$ cat config.mk
export PLATFORM = sky130hd
export DESIGN_NAME = srwt_cell
export DESIGN_NICKNAME = d
export VERILOG_FILES = /design/src/sv/sorted_range_window_tracker_macros.svh /design/src/sv/srwt_pkg.sv /design/src/sv/srwt_cell.sv
export SDC_FILE = /design/constraint.sdc
export NUM_CORES = 1
export LEC_CHECK = 0
export ABC_AREA = 1
export BUFFER_PORTS_ARGS = -buffer_cell sky130_fd_sc_hd__buf_4
export CORE_MARGIN = 4
export CORE_UTILIZATION = 40
export DETAILED_ROUTE_END_ITERATION = 16
export PLACE_DENSITY = 0.75
export SYNTH_ARGS = -nofsm -noshare
export SYNTH_HDL_FRONTEND = slang
export SYNTH_SLANG_ARGS = --single-unit
$ cat constraint.sdc
create_clock -name clk -period 3.5 [get_ports clk]
set_clock_uncertainty 0.1 [all_clocks]
set_input_delay 0.35 -clock clk [delete_from_list [all_inputs] [get_ports clk]]
set_output_delay 0.35 -clock clk [all_outputs]
set_load 0.1 [all_outputs]
$ cat src/sv/sorted_range_window_tracker_macros.svh
// ---------------------------------------------------------------------------
// sorted_range_window_tracker_macros.svh
// Assertion macros shared by the tracker RTL.
// ---------------------------------------------------------------------------
`ifndef SORTED_RANGE_WINDOW_TRACKER_MACROS_SVH
`define SORTED_RANGE_WINDOW_TRACKER_MACROS_SVH

// same-cycle implication
`define SRWT_ASSERT(lbl, ante, cons, msg) \
  lbl: assert property (@(posedge clk) disable iff (rst) (ante) |-> (cons)) else $error(msg);

// next-cycle implication
`define SRWT_ASSERT_NEXT(lbl, ante, cons, msg) \
  lbl: assert property (@(posedge clk) disable iff (rst) (ante) |=> (cons)) else $error(msg);

`endif

$ cat src/sv/srwt_pkg.sv
// ---------------------------------------------------------------------------
// srwt_pkg
// Types and codes for the sorted range window tracker.
// ---------------------------------------------------------------------------
package srwt_pkg;

  localparam int POS_W = 32;
  localparam int TAG_W = 16;
  localparam int DIST_W = 31;
  localparam int BND_W = 34;

  typedef enum logic [1:0] {
    CMD_ADD    = 2'd0,
    CMD_CLOSE  = 2'd1,
    CMD_UPDATE = 2'd2,
    CMD_SHUT   = 2'd3
  } cmd_t;

  typedef enum logic [2:0] {
    ACT_NONE    = 3'd0,
    ACT_SPAWN   = 3'd1,
    ACT_DESPAWN = 3'd2,
    ACT_FULL    = 3'd3,
    ACT_CLOSED  = 3'd4
  } action_t;

  localparam logic [1:0] CFG_LOAD   = 2'd0;
  localparam logic [1:0] CFG_UNLOAD = 2'd1;
  localparam logic [1:0] CFG_SCENE  = 2'd2;

  typedef enum logic [2:0] {
    ST_IDLE,
    ST_GROW_HI,
    ST_GROW_LO,
    ST_SPAWN_LO,
    ST_SHR_LO,
    ST_SHR_HI,
    ST_SHUT,
    ST_FINISH
  } state_t;

  // broadcast to every cell during an insert
  typedef struct packed {
    logic              en;
    logic [POS_W-1:0]  pos;
    logic [TAG_W-1:0]  tag;
  } ins_t;

endpackage

$ cat src/sv/srwt_cell.sv
// ---------------------------------------------------------------------------
// srwt_cell
// One table slot: holds a position and tag, shifts up on a sorted insert.
// ---------------------------------------------------------------------------
module srwt_cell import srwt_pkg::*; (
  input  logic                     clk,
  input  ins_t                     ins,
  input  logic                     occ,
  input  logic                     at_end,
  input  logic                     left_gt,
  input  logic signed [POS_W-1:0]  left_pos,
  input  logic [TAG_W-1:0]         left_tag,
  output logic                     gt,
  output logic signed [POS_W-1:0]  pos,
  output logic [TAG_W-1:0]         tag
);

  // new entry goes after all equal ones, so strictly greater moves up
  assign gt = occ && (pos > $signed(ins.pos));

  always_ff @(posedge clk) begin
    if (ins.en) begin
      if (left_gt) begin
        pos <= left_pos;
        tag <= left_tag;
      end else if (gt || at_end) begin
        pos <= $signed(ins.pos);
        tag <= ins.tag;
      end
    end
  end

endmodule

==> results of run 1 <==
where the power goes:
part	switching [mW]	internal, mW	leakage, nW	total [mW]
logic	0.453	0.192	1.55	0.645
clock network	0.182	0.136	0.0453	0.318
registers	0.0195	0.689	0.466	0.708
total	0.655	1.02	2.06	1.67
layout by cell type, fill, tap and decap left out, drive strengths merged:
master,netlist,layout
o21a,2,2
clkbuf,7,5
nand2,67,67
nand4,2,2
a21o,1,1
mux2,17,17
nand3b,1,1
nand3,4,4
and3,1,1
clkinv,1,4
edfxtp,48,48
nor2,8,8
o21ai,33,33
inv,43,43
a21oi,15,15
ha,32,32
nor3b,1,1
buf,2,152
state kept, by name, summed over array words and instances, names as in the netlist:
| register | flops |
|---|---|
| tag | 16 |
| pos | 32 |
path summary, 6_finish.rpt:
kind	cells past startpoint	slack, ns	endpoint	startpoint
hold / removal	3	0.22	pos[26]	left_pos[26]
setup / recovery	10	0.79	gt	pos[31]
setup reg to reg	10	1.01	tag[2]	pos[31]
hold reg to reg	5	1.16	pos[3]	pos[31]
synthesized netlist by cell type:
cell type                  instances  area, sq um
sky130_fd_sc_hd__nand2_1          65          244
sky130_fd_sc_hd__clkinv_1          1         3.75
sky130_fd_sc_hd__o21ai_0          33          165
sky130_fd_sc_hd__nor2_2            1         6.26
sky130_fd_sc_hd__inv_2             3         11.3
sky130_fd_sc_hd__nand4_1           2         12.5
sky130_fd_sc_hd__o21a_2            1         8.76
sky130_fd_sc_hd__a21oi_1          14         70.1
sky130_fd_sc_hd__nor3b_2           1         12.5
sky130_fd_sc_hd__mux2_1           17          191
sky130_fd_sc_hd__nand3_1           3         15.0
sky130_fd_sc_hd__nand3_2           1         10.0
sky130_fd_sc_hd__nand2_2           2         12.5
sky130_fd_sc_hd__o21a_1            1         7.51
sky130_fd_sc_hd__buf_2             2         10.0
sky130_fd_sc_hd__nor2_1            7         26.3
sky130_fd_sc_hd__a21o_1            1         7.51
sky130_fd_sc_hd__and3_1            1         6.26
sky130_fd_sc_hd__clkbuf_1          7         26.3
sky130_fd_sc_hd__nand3b_1          1         7.51
sky130_fd_sc_hd__edfxtp_1         48         1440
sky130_fd_sc_hd__inv_1            40          150
sky130_fd_sc_hd__a21oi_2           1         8.76
sky130_fd_sc_hd__ha_1             32          400
area by class of cell:
type,count,area (sq um)
clock buffers,5,68.8
clock inverters,3,13.8
fillers,610,2700
inverters,44,165
multi-input cells,184,1220
flip-flops and latches,48,1440
well taps,96,120
repair buffers,152,1140
cell families after synthesis:
group | Yosys count
buffers and inverters | 53
AND/OR/NAND/NOR | 84
multiplexers | 17
AO/OA/AOI/OAI | 51
adder cells (fa/ha/maj) | 32
flip-flops | 48
worst max-delay path, delay by kind of cell (launching register included):
family / cells / cell delay [ns]
adders and majority gates: 1 / 0.36
buffers and inverters: 2 / 0.37
DFF: 1 / 0.41
and+or+nand+nor: 7 / 0.79
through the flow:
stage                     utilization (%)  std cells  hold slack (ns)  worst slack [ns]  instance area (sq um)
after global placement               59.5        524            0.531              1.04                   4090
final                                60.7        532            0.219             0.793                   4170
after global routing                 60.7        532            0.212             0.598                   4170
after CTS                            60.7        532            0.213             0.772                   4170
after detailed placement             59.5        524            0.534             0.933                   4090
after floorplan                         -        285            0.437             0.138                   2860
layer usage:
layer	up-vias	global-route usage [%]
met5	-	0
met3	6	6.99
li1	1264	-
met1	1059	17.6
met2	90	26.9
met4	0	3.71
==> results.md, run 1 <==
Detailed routing:
- In the final routing, the length of wire on met1 measures 2.78 mm.
- The first detailed-routing pass ran for 4 iterations.
- After detailed routing, the number of vias per cell comes to 4.55.
- The total number of vias is 2,419.
- After detailed routing, the met3 layer carries 722 um of wire.
- Summed over all nets, wire length on met2 after detailed routing comes to 3.33 mm.
- The per-cell routed wire length is 13.0 um.
- The number of DRC violations after detailed-routing iteration 0 is 71.
- The final layout contains routed wiring with a total length of 6.90 mm.
- The number of design rule violations left after detail routing is 0.
- The number of nets with antenna violations after detailed routing is 0.
- After detailed routing, no signal wire sits above met4.

Power and ir drop:
- Dividing total power by cell area gives a power density of 401 nW/um^2.
- IR analysis of the VDD net gives a maximum drop of 0.211 mV.
- For this design the static power due to leakage is 2.06 nW.
- Total power for the finished layout comes to 1.67 mW.

STA:
- Setup repair after global routing left no endpoint under its margin.
- For the pin with the worst max-slew slack, the measured transition is 0.410 ns.
- The share of the clock period used by the worst path after layout is 77.3%.
- The headroom to the max-slew limit is 72.7%.
- The maximum achievable frequency is 0.369 GHz.
- Setup violations remaining at the end of the flow were counted as 0.
- The number of hold violations in the final report is 0.
- The post-layout minimum cycle time is 2.71 ns.
- Summed over all failing endpoints, the final setup total negative slack is 0 ns.
- The count of pins over their slew limit is 0.

Logic synthesis:
- The synthesized netlist devotes 12.4% of its cell area to simple gates.
- The cell count after synthesis came out at 285.
- After synthesis the cells add up to 2860 sq um.
- For this run, the number of Yosys warnings is 0.
- Of the total synthesized cell area, the portion taken by XOR and XNOR cells is 0%.
- The synthesized netlist devotes 9.38% of its cell area to compound gates.
- The sequential cell area fraction in the yosys report is 50.5%.
- The post-synthesis mux area share is 6.70%.
- The adder-cell area share of the yosys netlist is 14.0%.
- After synthesis, the largest family of logic cells by area is adder cells.
- Counting flops and latches in the post-synthesis netlist gives 48.
- The mean instance size in the synthesized netlist is 10.0 sq um.
- Synthesis produced a netlist with a net count of 418.
- The number of different library cells used by synthesis comes to 24.

GRT:
- The number of global-route vias before repair is 2,323.
- The pin count of the biggest net entering global routing is 47.
- The initial antenna violation count is 0.
- The residual overflow from global routing is 0.
- The first-pass GRT wire length is 10.6 mm.
- In the global route stage, overall resource usage came out at 15.6%.

CTS:
- The CTS tree is done.
- The number of setup buffers added after CTS is 0.
- Clock latency on the worst-skew pair, taken at its later pin, is 0.30 ns.
- The clock net sink count is 48.
- The hold-fix buffer count after cts is 0.
- The count of instances resized after the clock tree is built is 0.
- The clock buffer count from CTS is 5.
- In this run the deepest clock path goes through 2 buffers.
- The tree is rooted in a sky130_fd_sc_hd__clkbuf_8.
- The CTS H-tree depth is 2.
- The clock slew at the register clock pins of the worst setup and hold paths is 0.09 ns.

Job:
- The reported max-cap violation count is 0.

Critical path:
- The startpoint-to-endpoint class of the critical path is reg -> out.
- The kind of end point of the critical path is an output pin.
- The critical path goes through ha_1 -> nand2_1 -> nor2_2 -> nand2_2 -> nor3b_2 -> nand2_1 -> nand3_1 -> nand3_2 -> inv_1 -> buf_4.
- The longest individual stage delay on the worst path is 0.41 ns.
- STA puts the critical path data required time at 3.05 ns.
- In this design, the critical path's most frequently occurring cell is sky130_fd_sc_hd__nand2_1.
- The worst setup path is launched from a register.
- The endpoint arrival time on the critical path is 2.26 ns.
- The maximum fanout encountered on the critical timing path is 4.
- The cell with the largest stage delay on the worst path is sky130_fd_sc_hd__edfxtp_1.

Floorplan:
- For this configuration, the core starts out at a cell density of 41.6%.
- The I/O pin total is 150.
- In this run the core area contains 30 standard-cell rows.
- The die is 92.5 um wide.
- The die is 92.5 um tall.
- After floorplanning, the core was sized to cover 6870 sq um.
- The overall die area is 8550 sq um.

Run status:
- The flow ran to the end, and the final reports show no timing, DRC or antenna violations.

Placement:
- The total of buffers placed on input and output ports is 149.
- The half-perimeter wire length of the detailed placement result is 5.70 mm.
- At the end of routability-driven placement, the weighted congestion stood at 0.797.

Worst hold path:
- The class of the most critical hold timing path is in -> reg.

Final layout:
- The number of nets in the final layout is 568.
- The antenna diode instance count is 0.
- The layout overhead on the synthesized area is 46.1%.
- The fraction of final layout cells with drive strength greater than 1 is 38.8%.
Note: power is estimated with default switching activity, not from simulation.
==> run 2: changes to the inputs <==
--- a/config.mk
+++ b/config.mk
@@ -5,12 +5,12 @@
 export SDC_FILE = /design/constraint.sdc
 export NUM_CORES = 1
 export LEC_CHECK = 0
-export ABC_AREA = 1
+export ABC_AREA = 0
 export BUFFER_PORTS_ARGS = -buffer_cell sky130_fd_sc_hd__buf_4
 export CORE_MARGIN = 4
 export CORE_UTILIZATION = 40
 export DETAILED_ROUTE_END_ITERATION = 16
-export PLACE_DENSITY = 0.75
+export PLACE_DENSITY = 0.73
 export SYNTH_ARGS = -nofsm -noshare
 export SYNTH_HDL_FRONTEND = slang
 export SYNTH_SLANG_ARGS = --single-unit
==> constraint.sdc (replaced) <==
create_clock -name clk -period 2.6 [get_ports clk]
set_clock_uncertainty 0.1 [all_clocks]
set_input_delay 0.26 -clock clk [delete_from_list [all_inputs] [get_ports clk]]
set_output_delay 0.26 -clock clk [all_outputs]
set_load 0.1 [all_outputs]
==> run 2 against run 1 <==
The flow now finishes with violations (negative setup slack). Global-route usage grew 2.5 points. Cell count is 1.9% lower. Hold slack got worse by 0.077 ns. Non-clock buffer count grew 37. Clock-buffer cell count stayed put. Critical endpoint is now pos[30].
==> results.md, run 2 <==
Final layout:
- In the layout the commonest cells are 183 x sky130_fd_sc_hd__buf_4, 48 x sky130_fd_sc_hd__edfxtp_1, 37 x sky130_fd_sc_hd__nand2_1.
- The fraction of final layout cells with drive strength greater than 1 is 50.5%.
- The total area of multi-input combinational cells is 1260 sq um.
- The non-filler instance count after layout is 522.
- The number of flip-flops under the largest register name is 32.
- Measured on the finished design, the core utilization comes to 67.2%.
- The layout has 527 filler cells.
- The most frequent standard cell in the layout excluding fill and tap cells is sky130_fd_sc_hd__buf_4.
- The register with the most flip-flops is pos.
- The register area is 1440 sq um.
- The layout overhead on the synthesized area is 63.5%.
- The net count of the finished layout is 576.
- 0 antenna diodes ended up in the layout.
- The largest registers in the layout are pos x32, tag x16.

Placement:
- Routability-driven placement finished with a final weighted congestion of 0.800.
- The half-perimeter wire length of the detailed placement result is 6.17 mm.
- Counting tap cells, the placed design contains a total of 510 instances.
- The total of buffers placed on input and output ports is 149.

Critical path:
- Across all register-to-register paths, the minimum setup slack is -0.41 ns.
- The launching element type of the critical path is a register.
- The slowest stage of the critical path is the sky130_fd_sc_hd__or4b_4 cell.
- The startpoint of the lowest-slack register-to-register path is pos[12].
- Along the worst path, the maximum fanout reaches 11.
- In this run the worst setup path terminates at pos[30].
- The worst reg2reg path depth is 9.
- The endpoint identified for the worst register-to-register timing path is pos[30].
- The critical path goes through ha_1 -> nand4_1 -> nor2_2 -> a221o_1 -> o31a_1 -> or4b_4 -> a31oi_4 -> buf_12 -> clkbuf_16.
- Together, buffers and inverters on the worst path number 2.
- The launching element of the worst setup path is pos[12].
- The startpoint-to-endpoint class of the critical path is reg -> reg.
- STA puts the critical path data arrival time at 2.93 ns.
- The longest individual stage delay on the worst path is 0.56 ns.
- Data on the critical path is required at its endpoint by 2.52 ns.
- The kind of end point of the critical path is a register.
- The critical path crosses 9 cells after its start point.
- The family of cells with the greatest summed delay on the critical path is compound AO/OA/AOI/OAI gates.

Logic synthesis:
- Ranked by total cell area, the synthesized netlist is headed by sky130_fd_sc_hd__edfxtp_1 52%, sky130_fd_sc_hd__ha_1 14%, sky130_fd_sc_hd__mux2_2 6.9%.
- The most frequent cell after synthesis is sky130_fd_sc_hd__edfxtp_1.
- Averaged over all synthesized cells, the footprint is 10.8 sq um.
- The instance count of the mapped netlist is 256.
- The count of different cell masters after synthesis is 24.
- The synthesized design contains 48 enable-type register cells.
- In this run the cell area of the synthesized design comes to 2780 sq um.
- The total number of yosys warnings is 0.
- Sequential cells were found to cover 51.9% of the synthesized design area.
- The share of the synthesized area in the top cell type is 51.9%.
- The synthesized design contains 48 register bits.
- The synthesized netlist net count is 389.
- The most frequently used flop master after synthesis is sky130_fd_sc_hd__edfxtp_1.
- By count the netlist is led by 48 x sky130_fd_sc_hd__edfxtp_1, 38 x sky130_fd_sc_hd__nand2_1, 34 x sky130_fd_sc_hd__inv_1, 34 x sky130_fd_sc_hd__o21ai_0, 32 x sky130_fd_sc_hd__ha_1.
- The proportion of register bits with asynchronous set or reset after synthesis is 0%.
- The synthesized design spends more area on one cell type than any other, namely sky130_fd_sc_hd__edfxtp_1.

Detailed routing:
- For this run, design rule violations remaining after detail routing come to 0.
- After detailed routing, the wire length on met1 is 2.92 mm.
- The number of DRC violations after detailed-routing iteration 0 is 85.
- The detailed-routing iteration count for the pre-antenna-repair pass is 4.
- The routed via count divided by cell count is 4.93.
- In the detailed route, the total length drawn on met3 is 745 um.
- The number of nets with antenna violations after detailed routing is 0.
- The top routing layer in use is met4.
- The total number of vias is 2,576.
- The per-cell routed wire length is 15.0 um.
- The routed design uses 4.01 mm of met2 wire.
- The final layout contains routed wiring with a total length of 7.83 mm.

Floorplan:
- The die covers 8340 sq um.
- The starting utilization of the core area is 41.1%.
- The die span in y is 91.3 um.
- The horizontal extent of the die is 91.3 um.
- Row generation in the floorplan step produced 30 rows.
- The core region area is 6760 sq um.
- The I/O pin total is 150.

CTS:
- In this run the number of H-tree levels came out at 2.
- The insertion delay of the later-clocked pin in the worst-skew pair is 0.30 ns.
- The clock passes through at most 2 buffers.
- In this run the clock root is driven by a sky130_fd_sc_hd__clkbuf_8.
- TritonCTS built the clock tree.
- The hold-fix buffer count after cts is 0.
- The clock buffer count from CTS is 5.
- The clock slew at the register clock pins of the worst setup and hold paths is 0.09 ns.
- The clock net in this run drives a total of 48 sinks.

STA:
- Setup repair after global routing could not meet its margin everywhere.
- The count of pins over their slew limit is 0.
- The post-layout minimum cycle time is 3.01 ns.
- The smallest setup slack after layout is -0.410 ns.
- The number of hold violations in the final report was 0.
- The setup-violating endpoint count in the final report is 49.
- For the pin with the worst max-slew slack, the measured transition is 0.549 ns.
- The maximum achievable frequency is 0.332 GHz.
- The hold slack is 0.142 ns.
- The setup total negative slack is -19.27 ns.
- The share of the clock period used by the worst path after layout is 116%.
- The headroom to the max-slew limit is 63.4%.

GRT:
- The first global-routing pass estimated 12.0 mm of wire.
- Summed over all layers, the global routing overflow is 0.
- The number of global-route vias before repair came to 2,625.
- The initial antenna violation count is 0.
- Entering global routing, the biggest net connects 57 pins.
- The combined global-route utilization of all metal layers is 18.1%.

Power and ir drop:
- The total power per unit cell area is 541 nW/um^2.
- Total power for the finished layout comes to 2.45 mW.
- The worst voltage drop across the vdd grid is 0.284 mV.
- The reported leakage power is 2.15 nW.

Job:
- The tool flagged a number of max-cap violations equal to 0.

Run status:
- The flow ran to the end, but the final reports show violations.
- The checks that failed: negative setup slack.

Worst hold path:
- The worst hold path belongs to the class in -> reg.
-- run 2: layout make-up --
class                      instances  area share, %
timing repair buffer             189           33.2
tap                               80           2.21
clock buffer                       5           1.52
multi-input combinational        165           27.9
clock inverter                     1          0.662
sequential                        48           31.8
inverter                          34           2.81
-- run 2: timing repair --
action | CTS | global route
buffers inserted | 4 | 1
cloned | 1 | 1
setup endpoints to repair | 49 | 49
resized for setup | 10 | 5
pin swaps | 7 | 1
-- run 2: worst min path at each step --
stage,startpoint,to,slack [ns],cells after the start
after floorplan,left_pos[30],pos[30],0.35,2
after global placement,left_pos[26],pos[26],0.44,3
after detailed placement,left_pos[27],pos[27],0.45,3
after CTS,left_pos[27],pos[27],0.13,3
after global routing,left_pos[26],pos[26],0.14,3
final,left_pos[27],pos[27],0.14,3
-- run 2: worst min-delay path: cells and delay by family --
kind | cells | cell delay [ns]
buf+inv | 1 | 0.08
simple gates | 1 | 0.04
compound gates | 1 | 0.05
-- run 2: report_power, final --
| part | leakage [nW] | internal [mW] | switching (mW) |
|---|---|---|---|
| clock | 0.0501 | 0.276 | 0.241 |
| combinational | 1.64 | 0.346 | 0.635 |
| sequential | 0.466 | 0.927 | 0.0281 |
-- run 2: kinds of logic (layout without fill, tap and decap cells) --
logic type               Yosys count  in the layout  share of synthesized area [%]
adder cells (fa/ha/maj)           32             32                           14.4
AND/OR/NAND/NOR                   58             58                           9.28
AO/OA/AOI/OAI                     58             58                           11.7
flip-flops                        48             48                           51.9
multiplexers                      17             17                           6.89
buffers and inverters             43            229                           5.81
-- run 2: per-layer routing --
metal	up-vias	GRT usage, %
li1	1290	-
met1	1182	19.2
met2	93	32.3
met3	11	7.21
met4	0	6.53
met5	-	0
-- run 2: through the flow --
stage / setup slack [ns] / area, sq um
after floorplan: -1.43 / 2830
after global routing: -0.499 / 4540
after CTS: -0.393 / 4510
after detailed placement: -0.426 / 4290
after global placement: -0.348 / 4290
final: -0.410 / 4540
